File: src/sv/irc_message_tokenizer_core_assert.svh
// Assertion macros used by the tokenizer RTL.
`ifndef IRC_MESSAGE_TOKENIZER_CORE_ASSERT_SVH
`define IRC_MESSAGE_TOKENIZER_CORE_ASSERT_SVH

// Condition that holds on every clock edge out of reset.
`define IRC_TOK_ASSERT_ALWAYS(lbl, cond) \
  lbl: assert property (@(posedge clk) disable iff (rst) (cond)) \
    else $error("irc_tok: check failed");

// Same-cycle implication.
`define IRC_TOK_ASSERT_IMP(lbl, pre, post) \
  lbl: assert property (@(posedge clk) disable iff (rst) (pre) |-> (post)) \
    else $error("irc_tok: check failed");

// Next-cycle implication.
`define IRC_TOK_ASSERT_NEXT(lbl, pre, post) \
  lbl: assert property (@(posedge clk) disable iff (rst) (pre) |=> (post)) \
    else $error("irc_tok: check failed");

`endif

File: src/sv/irc_tok_pkg.sv
// Types and constants of the IRC message tokenizer.
package irc_tok_pkg;

  typedef enum logic [2:0] {
    MODE_START  = 3'd0,
    MODE_PREFIX = 3'd1,
    MODE_SEP    = 3'd2,
    MODE_WORD   = 3'd3,
    MODE_TRAIL  = 3'd4
  } mode_t;

  localparam logic [1:0] KIND_PREFIX = 2'd0;
  localparam logic [1:0] KIND_WORD   = 2'd1;
  localparam logic [1:0] KIND_TRAIL  = 2'd2;

  localparam logic [7:0] CHAR_NUL   = 8'h00;
  localparam logic [7:0] CHAR_COLON = 8'h3A;
  localparam logic [7:0] CHAR_SPACE = 8'h20;
  localparam logic [7:0] CHAR_LC_A  = 8'h61;
  localparam logic [7:0] CHAR_LC_Z  = 8'h7A;
  localparam logic [7:0] CASE_DIFF  = 8'h20;

  localparam int TOTAL_MAX = 63;

  // Line state other than the word counter.
  typedef struct packed {
    mode_t mode;
    logic  colon_seen;
    logic  overflow_seen;
  } state_t;

  // One result item.
  typedef struct packed {
    logic       data_valid;
    logic [7:0] out_char;
    logic [1:0] token_kind;
    logic [4:0] word_index;
    logic       token_start;
    logic       line_end;
    logic       line_error;
    logic [5:0] word_total;
    logic       colon_flag;
    logic       word_overflow;
  } result_t;

  function automatic logic [7:0] to_upper(input logic [7:0] c);
    if (c >= CHAR_LC_A && c <= CHAR_LC_Z) begin
      return c - CASE_DIFF;
    end
    return c;
  endfunction

endpackage

File: src/sv/irc_tok_step.sv
// Per-character tokenizer step: next line state and the result item.
module irc_tok_step import irc_tok_pkg::*; #(
  parameter int MAX_WORDS = 32,
  parameter int CNT_W     = 6
) (
  input  logic [7:0]       ch,
  input  state_t           st,
  input  logic [CNT_W-1:0] cnt,
  output state_t           st_next,
  output logic [CNT_W-1:0] cnt_next,
  output result_t          res
);

  localparam int IDX_LIM = (MAX_WORDS - 1 < 31) ? MAX_WORDS - 1 : 31;

  mode_t            mode;
  logic             bw_full;
  logic [CNT_W-1:0] cnt_bw;
  logic [CNT_W-1:0] idx_cur_raw;
  logic [CNT_W-1:0] idx_new_raw;
  logic [4:0]       idx_cur;
  logic [4:0]       idx_new;
  logic [5:0]       total;

  // Codes with no meaning act as line start.
  assign mode = (st.mode > MODE_TRAIL) ? MODE_START : st.mode;

  // Word count after opening a new word.
  assign bw_full = (32'(cnt) >= 32'(MAX_WORDS));
  assign cnt_bw  = bw_full ? CNT_W'(MAX_WORDS) : cnt + CNT_W'(1);

  assign idx_cur_raw = (cnt == '0) ? '0 : cnt - CNT_W'(1);
  assign idx_new_raw = cnt_bw - CNT_W'(1);
  assign idx_cur = (32'(idx_cur_raw) > 32'(IDX_LIM)) ? 5'(IDX_LIM) : 5'(idx_cur_raw);
  assign idx_new = (32'(idx_new_raw) > 32'(IDX_LIM)) ? 5'(IDX_LIM) : 5'(idx_new_raw);

  assign total = (32'(cnt) > 32'(TOTAL_MAX)) ? 6'(TOTAL_MAX) : 6'(cnt);

  always_comb begin
    st_next  = st;
    st_next.mode = mode;
    cnt_next = cnt;
    res      = '0;

    if (ch == CHAR_NUL) begin
      res.line_end   = 1'b1;
      res.line_error = (mode == MODE_PREFIX);
      res.word_total = (mode == MODE_PREFIX) ? 6'd0 : total;
      res.colon_flag = (mode == MODE_PREFIX) ? 1'b0 : st.colon_seen;
      st_next.mode          = MODE_START;
      st_next.colon_seen    = 1'b0;
      st_next.overflow_seen = 1'b0;
      cnt_next              = '0;
    end else if (mode == MODE_START && ch == CHAR_COLON) begin
      st_next.mode    = MODE_PREFIX;
      res.token_start = 1'b1;
      res.token_kind  = KIND_PREFIX;
    end else if (mode == MODE_PREFIX) begin
      if (ch == CHAR_SPACE) begin
        st_next.mode = MODE_SEP;
      end else begin
        res.data_valid = 1'b1;
        res.out_char   = ch;
        res.token_kind = KIND_PREFIX;
      end
    end else if (mode == MODE_WORD) begin
      if (ch == CHAR_SPACE) begin
        st_next.mode = MODE_SEP;
      end else begin
        res.data_valid = 1'b1;
        res.out_char   = (cnt == CNT_W'(1)) ? to_upper(ch) : ch;
        res.token_kind = KIND_WORD;
        res.word_index = idx_cur;
      end
    end else if (mode == MODE_TRAIL) begin
      res.data_valid = 1'b1;
      res.out_char   = (cnt == CNT_W'(1)) ? to_upper(ch) : ch;
      res.token_kind = KIND_TRAIL;
      res.word_index = idx_cur;
    end else begin
      // line start without prefix, or between words
      if (ch == CHAR_SPACE) begin
        st_next.mode = MODE_SEP;
      end else begin
        cnt_next = cnt_bw;
        if (bw_full) begin
          st_next.overflow_seen = 1'b1;
        end
        res.token_start = 1'b1;
        res.word_index  = idx_new;
        if (ch == CHAR_COLON) begin
          st_next.colon_seen = 1'b1;
          st_next.mode       = MODE_TRAIL;
          res.token_kind     = KIND_TRAIL;
        end else begin
          st_next.mode   = MODE_WORD;
          res.data_valid = 1'b1;
          res.out_char   = (cnt_bw == CNT_W'(1)) ? to_upper(ch) : ch;
          res.token_kind = KIND_WORD;
        end
      end
    end

    // Overflow is reported on every item, from the state before a line end.
    res.word_overflow = (ch == CHAR_NUL) ? st.overflow_seen : st_next.overflow_seen;
  end

endmodule

File: src/sv/irc_message_tokenizer_core.sv
// Top level of the IRC message tokenizer: input register, step logic, result register.
// Usage:
//   Input channel (in_valid / in_stall / ch) carries one character of an IRC
//   message line per item; a zero byte terminates the line, no CR LF.
//   Output channel (out_valid / out_stall / fields) returns exactly one result
//   item per input item, in order: the character tagged with token kind,
//   word index and token start mark; at the terminator, the line summary
//   (word_total, colon_flag, line_error); word_overflow comes with every item.
// Path: an accepted item lands in the input register, then passes through the step
//   logic into the result register, which drives out_valid.
// Throughput: 1 item per cycle while out_stall is low; the only loop is the line
//   state register (mode, word counter, flags), updated in the same cycle the result
//   is written.
// Reset (rst, synchronous): both registers empty, line state back to line
//   start with zero words.
// Stall: while out_stall holds a full result register, the input register
//   keeps its item and in_stall rises only once that register is also full;
//   one held item plus one held result are absorbed without loss.
// MAX_WORDS (2..64): words counted per line; index and total saturate.
`include "irc_message_tokenizer_core_assert.svh"

module irc_message_tokenizer_core import irc_tok_pkg::*; #(
  parameter int MAX_WORDS = 32
) (
  input  logic       clk,
  input  logic       rst,
  // input channel
  input  logic       in_valid,
  output logic       in_stall,
  input  logic [7:0] ch,
  // output channel
  output logic       out_valid,
  input  logic       out_stall,
  output logic       data_valid,
  output logic [7:0] out_char,
  output logic [1:0] token_kind,
  output logic [4:0] word_index,
  output logic       token_start,
  output logic       line_end,
  output logic       line_error,
  output logic [5:0] word_total,
  output logic       colon_flag,
  output logic       word_overflow
);

  localparam int CNT_W   = $clog2(MAX_WORDS + 1);
  localparam int IDX_LIM = (MAX_WORDS - 1 < 31) ? MAX_WORDS - 1 : 31;

  // input register
  logic       in_full;
  logic [7:0] ch_q;

  // line state
  state_t           st;
  state_t           st_next;
  logic [CNT_W-1:0] cnt;
  logic [CNT_W-1:0] cnt_next;

  // result register
  result_t res_next;
  result_t res_q;
  logic    out_full;

  logic out_free;
  logic advance;

  assign out_free = !out_full || !out_stall;
  assign advance  = in_full && out_free;
  assign in_stall = in_full && !out_free;

  always_ff @(posedge clk) begin
    if (rst) begin
      in_full <= 1'b0;
    end else if (!in_stall) begin
      in_full <= in_valid;
    end
    if (in_valid && !in_stall) begin
      ch_q <= ch;
    end
  end

  irc_tok_step #(
    .MAX_WORDS (MAX_WORDS),
    .CNT_W     (CNT_W)
  ) u_step (
    .ch       (ch_q),
    .st       (st),
    .cnt      (cnt),
    .st_next  (st_next),
    .cnt_next (cnt_next),
    .res      (res_next)
  );

  // Line state advances only when the item moves into the result register.
  always_ff @(posedge clk) begin
    if (rst) begin
      st.mode          <= MODE_START;
      st.colon_seen    <= 1'b0;
      st.overflow_seen <= 1'b0;
      cnt              <= '0;
    end else if (advance) begin
      st  <= st_next;
      cnt <= cnt_next;
    end
  end

  always_ff @(posedge clk) begin
    if (rst) begin
      out_full <= 1'b0;
    end else if (out_free) begin
      out_full <= in_full;
    end
    if (advance) begin
      res_q <= res_next;
    end
  end

  assign out_valid     = out_full;
  assign data_valid    = res_q.data_valid;
  assign out_char      = res_q.out_char;
  assign token_kind    = res_q.token_kind;
  assign word_index    = res_q.word_index;
  assign token_start   = res_q.token_start;
  assign line_end      = res_q.line_end;
  assign line_error    = res_q.line_error;
  assign word_total    = res_q.word_total;
  assign colon_flag    = res_q.colon_flag;
  assign word_overflow = res_q.word_overflow;

  // A terminator leaves the line state at line start with no words.
  `IRC_TOK_ASSERT_NEXT(a_line_reset, advance && (ch_q == CHAR_NUL),
    (st.mode == MODE_START) && (cnt == '0) && !st.colon_seen && !st.overflow_seen)
  // The terminator item carries no token character.
  `IRC_TOK_ASSERT_IMP(a_end_no_data, out_valid && line_end, !data_valid && !token_start)
  // Word index saturates at the configured limit.
  `IRC_TOK_ASSERT_IMP(a_index_limit, out_valid, 32'(word_index) <= 32'(IDX_LIM))
  // Word counter never passes MAX_WORDS.
  `IRC_TOK_ASSERT_ALWAYS(a_count_limit, 32'(cnt) <= 32'(MAX_WORDS))
  // Line error only at line end.
  `IRC_TOK_ASSERT_IMP(a_error_at_end, out_valid && line_error, line_end)

endmodule
File: config.mk
export PLATFORM = sky130hd
export DESIGN_NAME = irc_message_tokenizer_core
export DESIGN_NICKNAME = d
export VERILOG_FILES = /design/src/sv/irc_tok_pkg.sv /design/src/sv/irc_tok_step.sv /design/src/sv/irc_message_tokenizer_core.sv
export VERILOG_INCLUDE_DIRS = /design/src /design/src/sv
export SDC_FILE = /design/constraint.sdc
export NUM_CORES = 1
export LEC_CHECK = 0
export ABC_AREA = 1
export BUFFER_PORTS_ARGS = -buffer_cell sky130_fd_sc_hd__buf_4
export CAP_MARGIN = 20
export CORE_ASPECT_RATIO = 1.4
export CORE_MARGIN = 4
export CORE_UTILIZATION = 48
export CTS_BUF_LIST = sky130_fd_sc_hd__clkbuf_4
export CTS_CLUSTER_SIZE = 8
export DETAILED_ROUTE_END_ITERATION = 12
export PLACE_DENSITY = 0.74
export SKIP_LAST_GASP = 1
export SLEW_MARGIN = 20
export SYNTH_ARGS = -nofsm -noshare
export SYNTH_HDL_FRONTEND = slang
export SYNTH_SLANG_ARGS = --single-unit
File: constraint.sdc
create_clock -name clk -period 3 [get_ports clk]
set_clock_uncertainty 0.1 [all_clocks]
set_input_delay 0 -clock clk [delete_from_list [all_inputs] [get_ports clk]]
set_output_delay 0 -clock clk [all_outputs]
set_load 0.02 [all_outputs]
[Word level (Yosys, flattened, before mapping)]
Cells that the tools add are included.
Storage, ports and cells
  flip-flop bits (word level): 48
  input bits: 12
  output and inout port bits: 29
  logic and storage cells: 125
Cells by class
  add/sub/neg operators: 4
  order comparisons: 6
  equal/unequal tests: 12
  multiplexer cells: 66
  bitwise operators: 1
  reduce and logical (&&, ||, !) cells: 19
Operators by type and width (count)
  8-bit 2-to-1 mux: 7
  6-bit 2-to-1 mux: 9
  16-bit 2-to-1 mux: 3
  1-bit 2-to-1 mux: 26
  11-bit 2-to-1 mux: 2
  3-bit 2-to-1 mux: 7
  5-bit 2-to-1 mux: 4
  9-bit 2-to-1 mux: 2
  17-bit 2-to-1 mux: 1
  8-bit by 6-bit equality test with 1-bit output, second input constant: 2
  6-bit by 1-bit equality test with 1-bit output, second input constant: 2
  6-bit by 5-bit greater-than comparator with 1-bit output, second input constant: 2
  6-bit by 1-bit subtractor with 6-bit output, second input constant: 2
  2-bit 2-to-1 mux: 5
  2-bit by 1-bit inequality test with 1-bit output, second input constant: 5
  8-bit by 7-bit >= comparator with 1-bit output, second input constant: 1
  8-bit by 7-bit less-or-equal comparator with 1-bit output, second input constant: 1
  8-bit zero test: 1
  8-bit by 6-bit subtractor with 8-bit output, second input constant: 1
  7-bit AND reduction: 1
  6-bit by 1-bit adder with 6-bit output, second input constant: 1
  6-bit >= comparator, second input constant: 1
  6-bit zero test: 1
  6-bit AND reduction: 1
  other kinds (12): 20

[Depth between registers and ports, before layout]
Gate-level depths: netlist of run 1.
  word-level depth: 18
  mapped depth: 13
  depth with buffers taken out: 12

[By module]
A second synthesis of run 1 with hierarchy kept.
Unflattened totals
  cells, all modules: 355
  area, all modules: 2816.5 sq um
Modules (own cells, without submodules)
  irc_message_tokenizer_core: times used 1, cells each 119, area an instance 1645.3 sq um, sequential area each 1311.3 sq um
  irc_tok_step: times used 1, cells each 236, area an instance 1171.1 sq um, sequential area each 0.0 sq um

[Worst setup path before layout of run 1]
No wires, ideal clock.
  path type: register to register
  from: register out_full, in the netlist out_valid
  to: register cnt[0]
  library setup time: 0.132 ns
  data arrival time: 2.489 ns
  required time: 2.768 ns
  setup slack: 0.279 ns
  stages on the path, launching flop included: 9
  path buffers: 0
  clock period less this slack: 2.721 ns
  cells stage by stage: dfxtp_1 -> nand2_1 -> inv_1 -> nor2_1 -> nand2_2 -> nor2_8 -> nand2_4 -> nand2_1 -> a21oi_1
On the way
  word-level cells in the longest chain between the ends: 4
Ends and longest elaborated chain
  start, declared: line irc_message_tokenizer_core.sv:62  | logic out_full;
  start signal, assigned: line irc_message_tokenizer_core.sv:111  | out_full <= in_full;
  1-bit zero test: line irc_message_tokenizer_core.sv:67  | assign out_free = !out_full || !out_stall;
  1-bit logical OR: line irc_message_tokenizer_core.sv:67
  1-bit logical AND: line irc_message_tokenizer_core.sv:68  | assign advance = in_full && out_free;
  named net advance: line irc_message_tokenizer_core.sv:65  | logic advance;
  6-bit AND reduction (no line)
  end signal, assigned: line irc_message_tokenizer_core.sv:103  | cnt <= cnt_next;
  end, declared: line irc_message_tokenizer_core.sv:56  | logic [CNT_W-1:0] cnt;
The timed path passes the listed nets, and every way through them passes these cells.
A chain may end at the register's enable or synchronous reset.

[Worst setup path after layout of run 1]
  from: register cnt[0]
  to: register res_q (netlist bit word_index[1]) (data pin)
On the way
  word-level cells in the longest chain between the ends: 8
  elaborated cells on any way between the ends: 15
  those cells by class: 3 x add/sub; 3 x order compare; 8 x mux; 1 x reduce/logical
Ends and longest elaborated chain
  6-bit by 1-bit adder with 6-bit output / 6-bit >= comparator (equally long branches): line irc_tok_step.sv:30, irc_tok_step.sv:29
  6-bit 2-to-1 mux: line irc_tok_step.sv:30  | assign cnt_bw = bw_full ? CNT_W'(MAX_WORDS) : cnt + CNT_W'(1);
  6-bit by 1-bit subtractor with 6-bit output: line irc_tok_step.sv:33  | assign idx_new_raw = cnt_bw - CNT_W'(1);
  6-bit by 5-bit greater-than comparator with 1-bit output: line irc_tok_step.sv:35  | assign idx_new = (32'(idx_new_raw) > 32'(IDX_LIM)) ? 5'(IDX_LIM) : 5'(idx_new_raw);
  5-bit 2-to-1 mux: line irc_tok_step.sv:35
  17-bit 2-to-1 mux: line irc_tok_step.sv:82  | if (ch == CHAR_SPACE) begin
  16-bit 2-to-1 mux: line irc_tok_step.sv:75  | end else if (mode == MODE_TRAIL) begin
  16-bit 2-to-1 mux *: line irc_tok_step.sv:66  | end else if (mode == MODE_WORD) begin
  end signal, assigned: line irc_message_tokenizer_core.sv:114  | res_q <= res_next;
  end, declared: line irc_message_tokenizer_core.sv:61  | result_t res_q;
Mark *: on every way between the ends. The rest lies on a longest branch, timed or not.

==> out/qor.csv, run 1 <==
metric;value;unit
Non-Filler Instances;432;
Post-Syn Area;2610;um2
area grow syn2layout;22.53;%
worst setup path category;reg2reg;
fin. max-slew vios;0;
Reg clk slew, reported paths;0.14;ns
Fin Setup TNS;0;ns
worst slew pin tran;0.6546;ns
CTS root buf;clkbuf_4;
Die ar.;6698;um2
register area share after synthesis;0.5024;
Slew headroom;0.5632;
global placement routability congestion;0.9191;
largest net degree at the start of global routing;21;
maximum vdd drop;0.2900;mV
Hold/Removal Path Class;in2reg;
area of the multi-input gates;1134;um2
WL final;5291;um
Most common cell on crit path;nand2_1;
final net count;382;
area leader, netlist;edfxtp_1;
CTS Buf Count;5;
via count;2223;
number of H-tree levels;2;
R2R cell count;12;
hold path cells;2;
R2R Setup Slk;0.75;ns
drt first pass iters;4;
CP Max Fanout;8;
global-route wire length before repair;9135;um
CP cell instances;inv_1 > ha_1 > nand2_1 > nand2_1 > nor2_2 > nand3_1 > nand2_1 > nand3_1 > nand2_1 > nand2_1 > nand2_1 > a21oi_1;
1st-iter DRT viols;155;
fin crit period;2.253;ns
Synth Register Bits;48;
CP Buf/Inv Count;1;
deepest clock path buffer count;2;
WL per Instance;12.25;um
Crit path arrival time;2.28;ns
total track usage;0.1673;
Yosys warning count;0;
die width;70.32;um
vias in the first global route;2094;
height of the die;95.25;um
Pwr Total;0.001487;W
Worst EP required;3.03;ns
core area;5236;um2
placed insts;413;
Final Hold Vio Count;0;
Detail Placement HPWL;4068;um
Final Util;0.6108;
leakage dissipation;1.397;nW
area share of the largest cell type after synthesis;0.4027;
largest cells by area after synthesis;edfxtp_1 (40%), nand2_1 (10%), dfxtp_1 (10%);
layout cell share with drive strength beyond 1;0.2432;
Mapped Cells;311;
Critical Path Sink Type;register;
I/O pin count;41;
worst-skew pair later-pin latency;0.36;ns
MaxCap Viol Count;0;
Peak Freq;443.9;MHz
Register Area;1311;um2
Worst path max stage delay;0.50;ns
clk sink count;48;
average size of a mapped cell;8.392;um2
overflow left after global routing;0;
drt drc;0;
CP Launch Type;register;
starting density of the core;0.4984;
Power Density;465.1;nW/um2
RSZ-0062 raised after global routing;no;
Vias per Instance;5.146;
Std-Cell Rows;31;
Crit path depth;12;
post-cts resize count;0;
Top delay family on crit path;simple AND/OR/NAND/NOR gates;
antenna violations before repair;0;
fillers;477;
outcome;completed;
# setup viols final;0;
Inserted Diodes;0;
library cells used by synthesis;31;
post-route clock period utilization;0.7509;
syn_nets;328;
CTS tree;yes;
PortBufs;40;
critical path's slowest cell;dfxtp_1;
Final ANT Viol Nets;0;
==> report_power, final <==
part	total [W]	internal, W	switching [W]
combinational	0.000255	0.0000969	0.000158
sequential	0.000765	0.000748	0.0000169
clock	0.000468	0.000262	0.000205
total	0.00149	0.00111	0.000380
==> cell usage in the layout, fill, tap and decap left out, types with 4 or more instances in the layout <==
cell           instances
a21oi_1               23
buf_4                 41
clkbuf_4               5
dfxtp_1               13
dlygate4sd3_1         11
edfxtp_1              35
ha_1                   5
inv_1                 26
inv_2                 13
nand2_1               70
nand2_2                5
nand3_1               20
nand4_1                6
nor2_1                40
nor2_2                10
nor2_4                 4
o21ai_0               13
o21ai_1                4
==> sequential cells by signal (all words and copies together), names as in the netlist <==
name,count
ch_q,8
cnt,6
colon_flag,1
data_valid,1
in_full,1
line_end,1
line_error,1
out_char,8
out_valid,1
st,5
token_kind,2
token_start,1
word_index,5
word_overflow,1
word_total,6
==> cells by family (layout without fill, tap and decap cells) <==
family                   Yosys count  after routing  synth area share
XOR/XNOR                           2              2          0.006713
AND/OR/NAND/NOR                  167            167            0.3121
flip-flops                        48             48            0.5024
buffers and inverters             44             99           0.06424
adder cells (fa/ha/maj)            5              5           0.02397
AO/OA/AOI/OAI                     45             45           0.09061
==> cell type report <==
type / instances / share of cell area
Multi-Input combinational cell: 219 / 0.3545
Inverter: 39 / 0.04577
Clock buffer: 5 / 0.01174
Timing Repair Buffer: 52 / 0.1307
Clock inverter: 3 / 0.02152
Sequential cell: 48 / 0.4100
Tap cell: 66 / 0.02582
==> what timing repair did <==
item,4_1_cts,5_1_grt
hold buffers,11,0
setup buffers,0,0
hold endpoints to repair,21,0
==> synthesized netlist by cell type, drive strengths merged <==
master	number
o211ai	1
o21ai	18
ha	5
o22ai	1
nand2	76
inv	39
xnor2	2
nand3	22
clkbuf	3
buf	2
a211oi	1
nor3	4
a31oi	1
dfxtp	13
nand4	7
nor2	55
a21oi	23
or2	1
nor4	2
edfxtp	35
==> routing by layer <==
metal  part of all wire  vias up  global-route usage  routed length [um]
met5                  0        -                   0                   0
met4              0.029        0             0.08147                 154
met3              0.059       14             0.03059                 310
met2               0.48       71              0.2844                2543
met1               0.43      998              0.2038                2283
li1                   -     1140                   -                   -
==> path summary, 6_finish.rpt <==
kind,from,endpoint
max,cnt[0]$_SDFFE_PP0P_,word_index[1]$_SDFFCE_PP0P_
min,ch[7],ch_q[7]$_DFFE_PP_
max reg2reg,cnt[0]$_SDFFE_PP0P_,word_index[1]$_SDFFCE_PP0P_
min reg2reg,st[0]$_SDFFE_PP0P_,st[0]$_SDFFE_PP0P_
==> per-stage QoR <==
| stage | worst slack [ns] | hold slack (ns) | instance area (um2) |
|---|---|---|---|
| finish | 0.7474 | 0.2408 | 3198 |
| global route | 0.5939 | 0.2190 | 3198 |
| CTS | 0.7847 | 0.2245 | 3198 |
| detailed placement | 0.8230 | 0.07946 | 2982 |
| global placement | 0.9246 | 0.07829 | 2982 |
| floorplan | 0.2786 | -0.03093 | 2610 |
Note: power is estimated with default switching activity, not from simulation.
==> run 2: changes to the inputs <==
- clock period: 3 -> 2.3 ns (I/O delays scaled with it)
==> out/qor.csv, run 2 (same netlist as run 1, synthesis figures left out) <==
metric;value;unit;change
outcome;completed;;unchanged
Std-Cell Rows;31;;unchanged
Critical Path Sink Type;register;;unchanged
Critical Path Start;cnt[1]$_SDFFE_PP0P_;;was cnt[0]$_SDFFE_PP0P_
height of the die;95.25;um;unchanged
final setup margin;0.2506;ns;was 0.7474 ns
R2R Path Start;cnt[1]$_SDFFE_PP0P_;;was cnt[0]$_SDFFE_PP0P_
CTS Buf Count;5;;unchanged
worst-skew pair later-pin latency;0.36;ns;about the same
Placed Area;3004;um2;was 2982 um2
area grow syn2layout;22.20;%;was 22.53%
worst hold slack;0.2406;ns;was 0.2408 ns
Reg clk slew, reported paths;0.13;ns;was 0.14 ns
deepest clock path buffer count;2;;unchanged
layout cell share with drive strength beyond 1;0.2439;;was 0.2432
largest net degree at the start of global routing;22;;was 21
drt first pass iters;6;;was 4
WL per Instance;12.38;um;was 12.25 um
Power Density;567.1;nW/um2;was 465.1 nW/um2
RSZ-0062 raised after global routing;no;;unchanged
post-cts resize count;0;;unchanged
total track usage;0.1747;;was 0.1673
worst setup path category;reg2reg;;unchanged
CP Launch Type;register;;unchanged
Crit path arrival time;2.08;ns;was 2.28 ns
antenna violations before repair;0;;unchanged
1st-iter DRT viols;197;;was 155
PortBufs;40;;unchanged
vias in the first global route;2121;;was 2094
DP Worst Slack;0.2979;ns;was 0.8230 ns
fin. max-slew vios;0;;unchanged
Worst EP required;2.33;ns;was 3.03 ns
drt drc;0;;unchanged
final net count;385;;was 382
Slew headroom;0.7382;;was 0.5632
commonest cells after routing, fill and taps aside;nand2_1 (70), buf_4 (44), nor2_1 (40), edfxtp_1 (35), inv_1 (26);;was nand2_1 (70), buf_4 (41), nor2_1 (40), edfxtp_1 (35), inv_1 (26)
Detail Placement HPWL;4089;um;was 4068 um
Die ar.;6698;um2;unchanged
die width;70.32;um;unchanged
# setup viols final;0;;unchanged
via count;2207;;was 2223
Peak Freq;487.9;MHz;was 443.9 MHz
Hold/Removal Path Class;in2reg;;unchanged
MaxCap Viol Count;0;;unchanged
fin crit period;2.049;ns;was 2.253 ns
CTS root buf;clkbuf_4;;unchanged
most common cell after layout, fill and taps aside;nand2_1;;unchanged
overflow left after global routing;0;;unchanged
starting density of the core;0.4984;;unchanged
I/O pin count;41;;unchanged
CP Max Fanout;5;;was 8
global placement routability congestion;0.9140;;was 0.9191
Vias per Instance;5.074;;was 5.146
post-route clock period utilization;0.8911;;was 0.7509
Fin Setup TNS;0;ns;unchanged
Final Hold Vio Count;0;;unchanged
maximum vdd drop;0.3290;mV;was 0.2900 mV
cell area after layout;3189;um2;was 3198 um2
global-route wire length before repair;9411;um;was 9135 um
WL final;5384;um;was 5291 um
leakage dissipation;1.398;nW;was 1.397 nW
CTS tree;yes;;unchanged
Final ANT Viol Nets;0;;unchanged
clk sink count;48;;unchanged
number of H-tree levels;2;;unchanged
worst slew pin tran;0.3913;ns;was 0.6546 ns
Inserted Diodes;0;;unchanged
Hold Startpoint;ch[7];;unchanged
core area;5236;um2;unchanged
==> run 2: cell count changes in the layout (fill, tap and decap cells not counted) <==
| cell | delta |
|---|---|
| buf_4 | +3 |
| bufinv_16 | -1 |
| clkinv_1 | +2 |
| inv_6 | -1 |
==> run 2: final timing paths <==
path         slack [ns]                           to  cells after the start
max                0.25  word_index[1]$_SDFFCE_PP0P_                     12
min                0.24            ch_q[7]$_DFFE_PP_                      2
max reg2reg        0.25  word_index[1]$_SDFFCE_PP0P_                     12
min reg2reg        0.39           st[0]$_SDFFE_PP0P_                      2
==> run 2: what timing repair did <==
action,CTS,global route
buffers inserted,0,0
hold buffers,11,0
hold endpoints to repair,21,0
==> run 2: critical path: stages (launching register included) <==
cell	delay (ns)
dfxtp_1	0.41
inv_1	0.12
ha_1	0.30
nand2_1	0.11
nand2_1	0.10
nor2_2	0.20
nand3_1	0.12
nand2_1	0.08
nand3_1	0.07
nand2_1	0.06
nand2_1	0.04
nand2_1	0.05
a21oi_1	0.05
==> run 2: through the flow <==
step,util,power [W],instances
floorplan,-,0.001237,311
global placement,0.5737,0.001332,416
detailed placement,0.5737,0.001336,416
CTS,0.6091,0.001819,435
global route,0.6091,0.001905,435
finish,0.6091,0.001809,435
==> run 2: power by group <==
part / internal (W) / total, W / switching, W
logic: 0.000130 / 0.000339 / 0.000209
registers: 0.000976 / 0.000995 / 0.0000194
clock network: 0.000222 / 0.000475 / 0.000253
==> run 2: cell type report <==
class | instances | area (um2)
well taps | 66 | 82.58
repair buffers | 55 | 440.4
inverters | 39 | 146.4
clock inverters | 3 | 37.54
multi-input cells | 219 | 1134
flip-flops and latches | 48 | 1311
fillers | 470 | 2047
clock buffers | 5 | 37.54
==> run 2: routing by layer <==
| metal | wire, um | global-route usage |
|---|---|---|
| met5 | 0 | 0 |
| met4 | 116 | 0.07508 |
| met3 | 239 | 0.03165 |
| met2 | 2658 | 0.3039 |
| met1 | 2369 | 0.2114 |
==> run 3: changes to the inputs <==
- GPL_TIMING_DRIVEN: unset -> 0
- REMOVE_ABC_BUFFERS: unset -> 1
- SYNTH_HIERARCHICAL: unset -> 1
==> out/qor.csv, run 3 <==
metric;value;unit;change
Top FF cell, synth;edfxtp_1;;unchanged
maximum vdd drop;0.3117;mV;was 0.3290 mV
Critical Path Sink Type;register;;unchanged
overflow left after global routing;0;;unchanged
outcome;completed;;unchanged
WL per Instance;12.56;um;was 12.38 um
Final ANT Viol Nets;0;;unchanged
library cells used by synthesis;33;;was 31
Post-Syn Area;2816;um2;was 2610 um2
Reg clk slew, reported paths;0.13;ns;about the same
RSZ-0062 raised after global routing;yes;;was no
die width;72.74;um;was 70.32 um
layout cell share with drive strength beyond 1;0.2141;;was 0.2439
CTS tree;yes;;unchanged
commonest cells in the netlist;nand2_1 (75), inv_1 (47), nor2_1 (36);;was nand2_1 (70), nor2_1 (41), edfxtp_1 (35)
largest cells by area after synthesis;edfxtp_1 (37%), nand2_1 (10%), dfxtp_1 (9.2%);;was edfxtp_1 (40%), nand2_1 (10%), dfxtp_1 (10%)
worst-skew pair later-pin latency;0.36;ns;about the same
Placed Area;3177;um2;was 3004 um2
drt first pass iters;4;;was 6
number of H-tree levels;2;;unchanged
Hold/Removal Path Class;in2reg;;unchanged
total track usage;0.1719;;was 0.1747
leakage dissipation;1.545;nW;was 1.398 nW
area leader, netlist;edfxtp_1;;unchanged
Crit path arrival time;2.16;ns;was 2.08 ns
post-route clock period utilization;0.9243;;was 0.8911
average size of a mapped cell;7.934;um2;was 8.392 um2
core area;5605;um2;was 5236 um2
area share of the largest cell type after synthesis;0.3732;;was 0.4027
worst slew pin tran;0.7499;ns;was 0.3913 ns
global placement routability congestion;0.8387;;was 0.9140
Yosys warning count;6;;was 0
Post-synth ARST share;0;;unchanged
worst setup path category;reg2reg;;unchanged
WL final;6017;um;was 5384 um
CP Max Fanout;8;;was 5
deepest clock path buffer count;2;;unchanged
antenna violations before repair;0;;unchanged
largest net degree at the start of global routing;25;;was 22
vias in the first global route;2268;;was 2121
area grow syn2layout;21.15;%;was 22.20%
Final Hold Vio Count;0;;unchanged
CP Launch Type;register;;unchanged
CTS root buf;clkbuf_4;;unchanged
register area share after synthesis;0.4656;;was 0.5024
Mapped Cells;355;;was 311
fin. max-slew vios;0;;unchanged
Worst EP required;2.33;ns;about the same
Slew headroom;0.4994;;was 0.7382
Peak Freq;470.4;MHz;was 487.9 MHz
via count;2482;;was 2207
commonest cells after routing, fill and taps aside;nand2_1 (75), inv_1 (46), buf_4 (45), nor2_1 (36), edfxtp_1 (35);;was nand2_1 (70), buf_4 (44), nor2_1 (40), edfxtp_1 (35), inv_1 (26)
height of the die;98.64;um;was 95.25 um
Detail Placement HPWL;4309;um;was 4089 um
Die ar.;7175;um2;was 6698 um2
most common cell after layout, fill and taps aside;nand2_1;;unchanged
cell area after layout;3412;um2;was 3189 um2
final net count;428;;was 385
worst hold slack;0.04617;ns;was 0.2406 ns
EDFF count, synth;35;;unchanged
I/O pin count;41;;unchanged
clk sink count;48;;unchanged
count leader, synth;nand2_1;;unchanged
PortBufs;40;;unchanged
starting density of the core;0.5025;;was 0.4984
MaxCap Viol Count;0;;unchanged
Std-Cell Rows;32;;was 31
Vias per Instance;5.182;;was 5.074
global-route wire length before repair;9942;um;was 9411 um
drt drc;0;;unchanged
1st-iter DRT viols;160;;was 197
Inserted Diodes;0;;unchanged
fin crit period;2.126;ns;was 2.049 ns
# setup viols final;0;;unchanged
CTS Buf Count;5;;unchanged
Power Density;599.7;nW/um2;was 567.1 nW/um2
Synth Register Bits;48;;unchanged
==> run 3: changes by cell type after synthesis, moves of 5 or more <==
cell and change:
a21oi_1 +12, inv_1 +21, inv_2 -6, nand2_1 +5, nand3_1 +6, nor2_1 -5
nor3_1 +7
==> run 3: final timing paths <==
check        slack (ns)           startpoint  cells past startpoint                       to
min reg2reg        0.41   st[0]$_SDFFE_PP0P_                      2       st[0]$_SDFFE_PP0P_
min                0.05             in_valid                      3        ch_q[7]$_DFFE_PP_
max reg2reg        0.17  cnt[0]$_SDFFE_PP0P_                     12  word_index[1]$_DFFE_PP_
max                0.17  cnt[0]$_SDFFE_PP0P_                     12  word_index[1]$_DFFE_PP_
==> run 3: cell type report <==
type / instances / area, um2
Sequential cell: 48 / 1314
Clock inverter: 2 / 35.03
Timing Repair Buffer: 57 / 475.5
Multi-Input combinational cell: 241 / 1241
Fill cell: 507 / 2193
Inverter: 57 / 216.5
Tap cell: 68 / 85.08
Clock buffer: 6 / 45.04
==> run 3: metrics by stage <==
stage / util / setup slack, ns / power, W / setup TNS (ns) / std cells
floorplan: - / -0.3734 / 0.001405 / -10.08 / 346
global placement: 0.5598 / -1.137 / 0.001529 / -30.63 / 454
detailed placement: 0.5667 / -0.02083 / 0.001546 / -0.02083 / 455
CTS: 0.6033 / 0.05420 / 0.002052 / 0 / 476
global route: 0.6087 / -0.01654 / 0.002170 / -0.01654 / 479
finish: 0.6087 / 0.1742 / 0.002046 / 0 / 479
==> run 3: report_power, final <==
part	switching (W)	internal, W
Sequential	0.0000449	0.000993
Clock	0.000254	0.000240
Combinational	0.000312	0.000203
==> run 3: timing repair <==
action	CTS	global route
setup buffers	2	3
setup endpoints to repair	3	9
endpoints found under the hold margin	24	0
gates resized for setup	0	4
hold buffers	11	0
pin swaps	1	0
==> run 3: routing by layer <==
metal / vias to the layer above / share of wire / wire, um / track usage
met2: 91 / 0.50 / 3031 / 0.2893
met1: 1103 / 0.41 / 2455 / 0.2134
li1: 1274 / - / - / -
met3: 14 / 0.069 / 418 / 0.03469
met5: - / 0 / 0 / 0
met4: 0 / 0.018 / 111 / 0.06534
==> run 3: logic make-up (layout without fill, tap and decap cells) <==
| logic type | after synthesis | count (layout) | share of synthesized area |
|---|---|---|---|
| adder cells (fa/ha/maj) | 6 | 6 | 0.02665 |
| flip-flops | 48 | 48 | 0.4656 |
| AND/OR/NAND/NOR | 173 | 173 | 0.2923 |
| buffers and inverters | 66 | 122 | 0.09952 |
| XOR/XNOR | 1 | 1 | 0.003110 |
| AO/OA/AOI/OAI | 61 | 61 | 0.1128 |
==> run 3: worst max-delay path, stage by stage (launching register included) <==
cell	delay [ns]
dfxtp_2	0.44
inv_1	0.16
ha_1	0.35
nand2_2	0.10
nand2_1	0.08
nor2_2	0.14
nand2_1	0.10
clkinv_1	0.07
nand2_1	0.06
o21ai_1	0.08
nand3_1	0.09
nand2_1	0.08
a21oi_2	0.05
